**src/design/u8v_pkg.sv**
```systemverilog
`timescale 1ns / 1ps
`default_nettype none
package u8v_pkg;

  localparam int DATA_W         = 64;
  localparam int CNT_W          = 4;
  localparam int S_TDATA_W      = 72;
  localparam int M_TDATA_W      = 8;
  localparam int BYTES_PER_ITEM_DEF = 8;

  localparam logic [7:0] BYTE_CONT_LO = 8'h80;
  localparam logic [7:0] BYTE_LEAD_LO = 8'hc0;
  localparam logic [7:0] BYTE_C1      = 8'hc1;
  localparam logic [7:0] BYTE_E0      = 8'he0;
  localparam logic [7:0] BYTE_ED      = 8'hed;
  localparam logic [7:0] BYTE_EF      = 8'hef;
  localparam logic [7:0] BYTE_F0      = 8'hf0;
  localparam logic [7:0] BYTE_F4      = 8'hf4;
  localparam logic [7:0] BYTE_F5      = 8'hf5;
  localparam logic [7:0] BYTE_A0      = 8'ha0;
  localparam logic [7:0] BYTE_9F      = 8'h9f;
  localparam logic [7:0] BYTE_90      = 8'h90;

  typedef enum logic [2:0] {
    RANGE_NONE  = 3'd0,
    RANGE_GE_A0 = 3'd1,
    RANGE_LE_9F = 3'd2,
    RANGE_GE_90 = 3'd3,
    RANGE_LE_8F = 3'd4
  } range_t;

  typedef enum logic [2:0] {
    KIND_ASCII,
    KIND_CONT,
    KIND_LEAD2,
    KIND_LEAD3,
    KIND_LEAD4,
    KIND_BAD
  } kind_t;

  typedef struct packed {
    logic   active;
    kind_t  kind;
    range_t lead_range;
    logic   ge_a0;
    logic   le_9f;
    logic   ge_90;
    logic   le_8f;
  } lane_class_t;

  // continuation byte against the limit left by its lead byte
  function automatic logic cont_ok(lane_class_t cls, range_t rng);
    logic ok;
    unique case (rng)
      RANGE_GE_A0: ok = cls.ge_a0;
      RANGE_LE_9F: ok = cls.le_9f;
      RANGE_GE_90: ok = cls.ge_90;
      RANGE_LE_8F: ok = cls.le_8f;
      default:     ok = 1'b1;
    endcase
    return ok;
  endfunction

endpackage
`default_nettype wire

```
**src/design/u8v_lane.sv**
```systemverilog
`timescale 1ns / 1ps
`default_nettype none
module u8v_lane
  import u8v_pkg::*;
(
  input  wire logic        clk,
  input  wire logic        load,
  input  wire logic [7:0]  byte_in,
  input  wire logic        byte_en,
  output lane_class_t      cls
);

  lane_class_t cls_next;

  always_comb begin
    cls_next.active     = byte_en;
    cls_next.lead_range = RANGE_NONE;
    cls_next.ge_a0      = (byte_in >= BYTE_A0);
    cls_next.le_9f      = (byte_in <= BYTE_9F);
    cls_next.ge_90      = (byte_in >= BYTE_90);
    cls_next.le_8f      = (byte_in < BYTE_90);
    priority if (byte_in < BYTE_CONT_LO) begin
      cls_next.kind = KIND_ASCII;
    end else if (byte_in < BYTE_LEAD_LO) begin
      cls_next.kind = KIND_CONT;
    end else if (byte_in <= BYTE_C1) begin
      cls_next.kind = KIND_BAD;
    end else if (byte_in < BYTE_E0) begin
      cls_next.kind = KIND_LEAD2;
    end else if (byte_in <= BYTE_EF) begin
      cls_next.kind = KIND_LEAD3;
      if (byte_in == BYTE_E0) begin
        cls_next.lead_range = RANGE_GE_A0;
      end else if (byte_in == BYTE_ED) begin
        cls_next.lead_range = RANGE_LE_9F;
      end
    end else if (byte_in < BYTE_F5) begin
      cls_next.kind = KIND_LEAD4;
      if (byte_in == BYTE_F0) begin
        cls_next.lead_range = RANGE_GE_90;
      end else if (byte_in == BYTE_F4) begin
        cls_next.lead_range = RANGE_LE_8F;
      end
    end else begin
      cls_next.kind = KIND_BAD;
    end
  end

  always_ff @(posedge clk) begin
    if (load) begin
      cls <= cls_next;
    end
  end

endmodule
`default_nettype wire

```
**src/design/u8v_merge.sv**
```systemverilog
`timescale 1ns / 1ps
`default_nettype none
module u8v_merge
  import u8v_pkg::*;
#(
  parameter int BYTES_PER_ITEM = BYTES_PER_ITEM_DEF
) (
  input  wire logic        clk,
  input  wire logic        rst,
  input  wire logic        adv,
  input  wire logic        word_valid,
  input  wire logic        word_last,
  input  lane_class_t      lanes [BYTES_PER_ITEM],
  output logic             res_valid,
  output logic             res_bit
);

  logic [1:0] pend;
  range_t     rng;
  logic       err;

  logic [1:0] pend_next;
  range_t     rng_next;
  logic       err_next;

  // walk the lanes in byte order, carrying the open sequence
  always_comb begin
    pend_next = pend;
    rng_next  = rng;
    err_next  = err;
    for (int i = 0; i < BYTES_PER_ITEM; i++) begin
      if (lanes[i].active) begin
        if (pend_next != 2'd0) begin
          if (lanes[i].kind == KIND_CONT && cont_ok(lanes[i], rng_next)) begin
            pend_next = pend_next - 2'd1;
          end else begin
            err_next  = 1'b1;
            pend_next = 2'd0;
          end
          rng_next = RANGE_NONE;
        end else begin
          rng_next = RANGE_NONE;
          unique case (lanes[i].kind)
            KIND_ASCII: ;
            KIND_LEAD2: pend_next = 2'd1;
            KIND_LEAD3: begin
              pend_next = 2'd2;
              rng_next  = lanes[i].lead_range;
            end
            KIND_LEAD4: begin
              pend_next = 2'd3;
              rng_next  = lanes[i].lead_range;
            end
            default: err_next = 1'b1;
          endcase
        end
      end
    end
  end

  always_ff @(posedge clk) begin
    if (rst) begin
      pend      <= 2'd0;
      rng       <= RANGE_NONE;
      err       <= 1'b0;
      res_valid <= 1'b0;
    end else if (adv) begin
      res_valid <= word_valid && word_last;
      if (word_valid) begin
        if (word_last) begin
          pend <= 2'd0;
          rng  <= RANGE_NONE;
          err  <= 1'b0;
        end else begin
          pend <= pend_next;
          rng  <= rng_next;
          err  <= err_next;
        end
      end
    end
  end

  always_ff @(posedge clk) begin
    if (adv) begin
      res_bit <= !err_next && (pend_next == 2'd0);
    end
  end

endmodule
`default_nettype wire

```
**src/design/utf8_stream_validator.sv**
```systemverilog
// utf8_stream_validator: checks that a byte string is well-formed utf-8
// input stream s_*: one transfer carries up to BYTES_PER_ITEM bytes of the
//   string, byte zero lowest; s_tlast marks the final word of the string
// output stream m_*: exactly one transfer per string, after its last word,
//   with bit 0 of m_tdata set when the whole string is valid
// a word is accepted every cycle while s_tready is high; one stage classifies each byte in its own
//   lane, the next stage chains the lanes in byte order and updates the
//   sequence state, and registers the result once the last transfer reaches it
// sequences may span words; the state clears after each last word
// reset clears the sequence state and drops any pending result
// when m_tready is low with a result held, s_tready drops and the whole
//   pipeline holds until the result is taken
`timescale 1ns / 1ps
`default_nettype none
module utf8_stream_validator
  import u8v_pkg::*;
#(
  parameter int BYTES_PER_ITEM = BYTES_PER_ITEM_DEF
) (
  input  wire logic                  clk,
  input  wire logic                  rst,
  input  wire logic                  s_tvalid,
  output logic                       s_tready,
  input  wire logic [S_TDATA_W-1:0]  s_tdata,   // data_word[63:0], byte_count[67:64], zero
  input  wire logic                  s_tlast,
  output logic                       m_tvalid,
  input  wire logic                  m_tready,
  output logic [M_TDATA_W-1:0]       m_tdata    // valid_res[0], zero
);

  logic              adv;
  logic              word_valid;
  logic              word_last;
  logic              res_bit;
  logic [DATA_W-1:0] data_word;
  logic [CNT_W-1:0]  byte_count;
  lane_class_t       lanes [BYTES_PER_ITEM];

  assign data_word  = s_tdata[DATA_W-1:0];
  assign byte_count = s_tdata[DATA_W +: CNT_W];

  assign adv      = !m_tvalid || m_tready;
  assign s_tready = adv;

  always_ff @(posedge clk) begin
    if (rst) begin
      word_valid <= 1'b0;
    end else if (adv) begin
      word_valid <= s_tvalid;
    end
  end

  always_ff @(posedge clk) begin
    if (adv) begin
      word_last <= s_tlast;
    end
  end

  for (genvar i = 0; i < BYTES_PER_ITEM; i++) begin : g_lane
    u8v_lane u_lane (
      .clk     (clk),
      .load    (adv),
      .byte_in (data_word[8*i +: 8]),
      .byte_en (byte_count > CNT_W'(i)),
      .cls     (lanes[i])
    );
  end

  u8v_merge #(
    .BYTES_PER_ITEM (BYTES_PER_ITEM)
  ) u_merge (
    .clk        (clk),
    .rst        (rst),
    .adv        (adv),
    .word_valid (word_valid),
    .word_last  (word_last),
    .lanes      (lanes),
    .res_valid  (m_tvalid),
    .res_bit    (res_bit)
  );

  assign m_tdata = {{(M_TDATA_W-1){1'b0}}, res_bit};

endmodule
`default_nettype wire

```
**config.mk**
```make
export PLATFORM = sky130hd
export DESIGN_NAME = utf8_stream_validator
export DESIGN_NICKNAME = d
export VERILOG_FILES = /design/src/design/u8v_pkg.sv /design/src/design/u8v_lane.sv /design/src/design/u8v_merge.sv /design/src/design/utf8_stream_validator.sv
export SDC_FILE = /design/constraint.sdc
export NUM_CORES = 1
export LEC_CHECK = 0
export ABC_CLOCK_PERIOD_IN_PS = 12150
export BUFFER_PORTS_ARGS = -buffer_cell sky130_fd_sc_hd__clkbuf_2
export CAP_MARGIN = 15
export CORE_MARGIN = 2
export CORE_UTILIZATION = 35
export DETAILED_ROUTE_END_ITERATION = 8
export GPL_TIMING_DRIVEN = 0
export PLACE_DENSITY = 0.63
export SYNTH_ARGS = -nofsm -noshare
export SYNTH_HDL_FRONTEND = slang
export SYNTH_HIERARCHICAL = 1
export SYNTH_SLANG_ARGS = --single-unit
export TNS_END_PERCENT = 1
```
**constraint.sdc**
```tcl
create_clock -name clk -period 12.15 [get_ports clk]
set_input_delay 0 -clock clk [delete_from_list [all_inputs] [get_ports clk]]
set_output_delay 0 -clock clk [all_outputs]
set_load 0.005 [all_outputs]
```
* Word level (Yosys, flattened, before mapping)
Cells that the tools add are included.
Storage, ports and cells: logic and storage cells 537, register bits after elaboration 98, bits of input ports 77
Operators by class: eq/ne operators 96, reduce and logical (&&, ||, !) cells 71, multiplexer cells 195, add/sub/neg operators 8, $lt $le $gt $ge 88
Operators by type and width (number):
- $lt A8 B8 Y1 const B | 40
- $eq A8 B8 Y1 const B | 32
- $mux W3 | 73
- $le A8 B8 Y1 const B | 24
- $ge A8 B8 Y1 const B | 16
- $eq A3 B2 Y1 const B | 32
- $mux W2 | 33
- $mux W1 | 65
- $reduce_or A4 Y1 | 16
- $eq A3 B1 Y1 const B | 16
- $eq A3 B3 Y1 const B | 16
- $mux W6 | 8
- $pmux W2 S3 | 8
- $pmux W1 S4 | 8
- $reduce_or A2 Y1 | 16
- $logic_not A3 Y1 | 8
- $reduce_or A3 Y1 | 8
- $gt A4 B3 Y1 const B | 4
- $reduce_bool A2 Y1 | 8
- $sub A2 B1 Y2 const B | 8
- $logic_and A1 B1 Y1 | 10
- $gt A4 B1 Y1 const B | 2
- $gt A4 B2 Y1 const B | 2
- $logic_not A1 Y1 | 2
- other kinds (3) | 3

* Logic depth before layout (Yosys ltp)
depth in word-level cells 59, mapped depth 55, mapped depth without buffers 51

* Cells and area by module
The synthesis kept the hierarchy.
Modules (own cells, without submodules):
- u8v_lane | sequential area each 330.3 µm², area an instance 496.7 µm², instances 8, cells an instance 36
- u8v_merge | sequential area each 170.2 µm², area an instance 2778.9 µm², instances 1, cells an instance 415
- utf8_stream_validator | sequential area each 50.0 µm², area an instance 206.4 µm², instances 1, cells an instance 24

* Worst setup path after synthesis
No wires, ideal clock.
kind reg2reg, start point register g_lane[0].u_lane/cls[8] in the netlist's numbering, end point register u_merge.res_bit, data pin, cell stages (with the launch flop) 50, path buffers 4, period minus slack after synthesis 10.161 ns, path slack 1.989 ns, arrival 9.895 ns, required time 11.884 ns, cell sequence edfxtp_1 buf_2 nand2b_1 a311o_1 o21a_1 o31a_1 ha_1 nand2b_1 a31oi_1 a32o_2 inv_1 ha_1 clkbuf_1 nor2_1 nand2_1 a41oi_1 o211ai_1 o22ai_1 (+14 left out) mux2i_2 ha_1 nor3_1 o211ai_1 a221oi_1 mux2i_2 ha_1 nor3_1 o211ai_1 a221oi_1 mux2i_1 ha_1 nor4b_1 o211ai_1 a21oi_1 nor2_1 mux2i_1 a211oi_1
Between the ends: word-level cells in the longest chain between the ends 48, elaborated cells between the ends (all ways) 160, classes of those cells 7 x add/sub; 32 x eq/ne; 100 x mux; 21 x reduce/logical
Ends and longest elaborated chain:
- from (decl) | line u8v_lane.sv:10 | output lane_class_t cls
- from (signal assigned) | line u8v_lane.sv:51 | cls <= cls_next;
- $eq A3 B2 Y1 / $eq A3 B3 Y1 (equally long branches) | line u8v_merge.sv:43 | unique case (lanes[i].kind)
- $reduce_or A2 Y1 (no line)
- $mux W3 | line u8v_merge.sv:43
- $mux W3 | line u8v_merge.sv:33 | if (pend_next != 2'd0) begin
- $mux W3 | line u8v_merge.sv:32 | if (lanes[i].active) begin
- $eq A3 B3 Y1 (tied with other cells) | line u8v_pkg.sv:54 | unique case (rng)
- $pmux W1 S4 | line u8v_pkg.sv:54
- $mux W1 | line u8v_merge.sv:33
- (+32 left out)
- $mux W1 | line u8v_merge.sv:33
- $mux W1 | line u8v_merge.sv:32
- $logic_and A1 B1 Y1 | line u8v_merge.sv:34 | if (lanes[i].kind == KIND_CONT && cont_ok(lanes[i], rng_next)) begin
- $mux W2 / $mux W1 (equally long branches) | line u8v_merge.sv:34
- $mux W2 / $mux W1 (equally long branches) | line u8v_merge.sv:33
- $mux W2 / $mux W1 (equally long branches) | line u8v_merge.sv:32
- $logic_not A2 Y1 / $logic_not A1 Y1 (equally long branches) | line u8v_merge.sv:85 | res_bit <= !err_next && (pend_next == 2'd0);
- $logic_and A1 B1 Y1 (*) | line u8v_merge.sv:85
- to (signal assigned) | line u8v_merge.sv:85
- to (decl) | line u8v_merge.sv:15 | output logic res_bit
Every way passes the cells marked *; elsewhere a longest branch is shown, timed or not. The select of a mux whose other input is x is not followed. A chain may end at the register's enable or synchronous reset.

* Final worst setup path
Same ends and word-level chain as after synthesis.

==> metrics.md <==
| Metric | Value |
|---|---|
| Worst hold-check path type | primary input to register |
| Met2 Usage GRT | ~26% |
| Fillcell total | approximately 1.9k |
| RSZ-0062 raised after global routing | false |
| Status | complete, no violations |
| Pleak | between 3 and 4 nW |
| Setup TNS | 0 ns |
| GR peak layer | met2 |
| Post-route cell area | 8270 um2 |
| Die ar. | around 21000 um2 |
| Initial core utilization | between 30% and 40% |
| CP Capture Type | register |
| Tightest Pin Transition | 0.855 ns |
| Number of flops mapped to enable cells by yosys | 90 |
| CTS tree | built |
| Peak VDD IR | approximately 0.00012 V |
| I/O Buffers | 67 |
| Gp weighted congestion | roughly 0.89 |
| CTS root buf | clkbuf_16 |
| Number of H-tree levels | 3 |
| GRT Util Overall | 15.0% |
| Residual DRC | 0 |
| Largest net degree at the start of global routing | 56 |
| Avg Synthesized Cell Area | 9.57 um2 |
| I/O pins | a little under 90 |
| Leading register cell type out of synthesis | edfxtp_1 |
| Largest cells by area after synthesis | edfxtp_1 (39%), nand2_1 (4.5%), a21oi_1 (4.3%) |
| DRT iter0 DRCs | between 400 and 500 |
| Ys async rst share | 0% |
| Post-layout net count | slightly above 900 |
| Setup Skew | 0.0114 ns |
| Core Box Area | between 15000 and 20000 um2 |
| Vias in the first global route | approximately 5.4k |
| Synth warn | 6 |
| Vias per cell | around 5.4 |
| Num rows | 51 |
| Final Cycle Share | ~93% |
| Unique masters post-synth | 91 |
| Gate Count Post-Synth | ~730 |
| Final setup vio count | 0 |
| First-pass GRT wire length | 26.1 mm |
| Yosys reg bits | between 90 and 100 |
| Routed wire per std cell | 14.7 um |
| Die Wd | roughly 150 um |
| Crit start category | register |
| Post-synthesis sequential area ratio | 41.1% |
| Placed Instance Area | ~7700 um2 |
| Worst-path clk slew | 0.07 ns |
| Grt met1 use | between 10% and 20% |
| Crit Path Max Fanout | 10 |
| Synth Cell Area | approximately 7000 um2 |
| ANT nets after route | 0 |
| Routed WL | ~16 mm |
| Post-DP HPWL | roughly 12 mm |
| Max cap viols | 0 |
| CP arrival | about 11 ns |
| Worst skew pair latency | around 0.36 ns |
| Share of layout cells above drive strength 1 | approximately a fifth |
| Tmin final | about 11 ns |
| Power per cell area | 181 nW/um2 |
| Pre-antenna DRT Iters | 5 |
| Req. time, crit path | ~12 ns |
| Max Clock Freq | around 90 MHz |
| Via Count | between 5k and 6k |
| Biggest cell delay along the critical path | 0.67 ns |
| Endpoints failing hold | 0 |
| CTS max path bufs | 2 |
| N_diodes | 0 |
| CP max-delay cell | or4b_2 |
| Critical Path Most Common Cell | ha_1 |
| M3 GR Usage | 2.61% |
| Clock Sink Count | approximately 100 |
| Leading area contributor after synthesis | edfxtp_1 |
| Setup Crit Path Kind | register to register |
| Worst slew margin relative to its limit | 42.3% |
| GR Overflow Total | 0 |
| Chip height | 145 um |
| TritonCTS buffer count | 9 |
| Area fraction of the dominant cell type after synthesis | around 39% |
| Initial antenna violation count | 0 |
| Max-slew violations | 0 |
| Layout area overhead | 18.8% |
## cell families after synthesis
kind of cell | after synthesis | synth area share [%]
other cells | 1 | 0.0539
fa+ha+maj | 8 | 1.44
simple gates | 299 | 25.8
flops | 98 | 41.1
buf+inv | 79 | 4.87
mux | 11 | 1.78
compound gates | 228 | 24.6
xor+xnor | 3 | 0.378
## critical path, delay by kind of cell (launching register included)
kind / cells / cell delay (ns)
AOI/OAI and AO/OA: 22 / 4.79
adders and majority gates: 7 / 1.76
buffers and inverters: 5 / 0.82
DFF: 1 / 0.37
muxes: 4 / 0.66
and+or+nand+nor: 11 / 2.58
## cell usage after synthesis, drive strengths merged (14+ instances only)
library cell	instances
a21oi	63
clkbuf	19
edfxtp	90
inv	46
nand2	83
nand3	20
nand3b	16
nand4b	17
nor2	27
nor3	15
o21ai	38
o31ai	14
or2	15
or3	14
## what timing repair did
action	in CTS	in global routing
hold buffers	24	0
buffers inserted	0	2
endpoints found under the hold margin	21	0
endpoints found under the setup margin	0	4
resized for setup	0	6
## final cells by class
type                            count  area [um2]  share of cell area, %
Multi-Input combinational cell    556        3820                   46.2
Sequential cell                    98        2860                   34.6
Timing Repair Buffer               94         611                   7.39
Tap cell                          265         332                   4.01
Clock buffer                        9         225                   2.72
Inverter                           47         176                   2.13
Buffer                             31         159                   1.92
Clock inverter                      7        82.6                  0.999
## per-stage QoR
step / worst slack, ns / total power, mW / hold WS [ns] / cells / utilization, %
after floorplan: 1.99 / 1.01 / 0.0989 / 733 / -
after global placement: 0.604 / 1.17 / 0.187 / 1065 / 39.3
after detailed placement: 0.532 / 1.17 / 0.188 / 1066 / 39.4
after CTS: 0.501 / 1.48 / 0.00100 / 1106 / 42.3
after global routing: 0.0196 / 1.62 / 0.0149 / 1107 / 42.5
final: 0.893 / 1.49 / 0.0110 / 1107 / 42.5
## placed cells by master, fill, tap and decap left out, drive strengths merged, types with 9 or more instances in the layout
master       Yosys  routed
nand2b          13      13
nor3            15      15
dlygate4sd3      0      24
o211ai          11      11
or3b             9       9
clkbuf          19      94
nand3b          16      16
o31ai           14      14
or3             14      14
edfxtp          90      90
nand3           20      20
nand4b          17      17
buf             13      16
nand2           83      83
nor2b           12      12
and3b           13      13
a221oi          10      10
or4b             9       9
nand4           10      10
nor4            11      11
a31oi           11      11
mux2i            9       9
a21oi           63      63
or2             15      15
nor2            27      27
o21ai           38      38
inv             46      49
o2111a           9       9
## power breakdown
part | internal (mW) | total, mW | switching (mW)
registers | 0.390 | 0.404 | 0.0144
logic | 0.330 | 0.796 | 0.466
clock network | 0.163 | 0.293 | 0.131
## sequential cells by signal, indices dropped and copies added (netlist names)
| signal | count |
|---|---|
| g_lane.u_lane/cls | 88 |
| u_merge/rng | 3 |
| u_merge/pend | 2 |
| u_merge/err | 1 |
| u_merge/res_bit | 1 |
| u_merge/res_valid | 1 |
| word_last | 1 |
| word_valid | 1 |
## worst paths after layout
path                                              start                                     to  slack, ns  depth (start not counted)
setup / recovery  g_lane[0].u_lane/cls[8]$_SDFFCE_PP0P_              u_merge/res_bit$_DFFE_PP_       0.89                         49
hold reg to reg                 word_valid$_SDFFE_PP0P_         u_merge/res_valid$_SDFFE_PP0P_       0.51                          2
hold / removal                              s_tdata[10]  g_lane[1].u_lane/cls[4]$_SDFFCE_PP0P_       0.01                          2
setup reg to reg  g_lane[0].u_lane/cls[8]$_SDFFCE_PP0P_              u_merge/res_bit$_DFFE_PP_       0.89                         49
## metal layers
metal | wire [um] | share of wire, %
met5 | 0 | 0
met4 | 215 | 1.3
met3 | 655 | 4.0
met2 | 7920 | 49
met1 | 7440 | 46
Power figures use the tool's default switching activity.
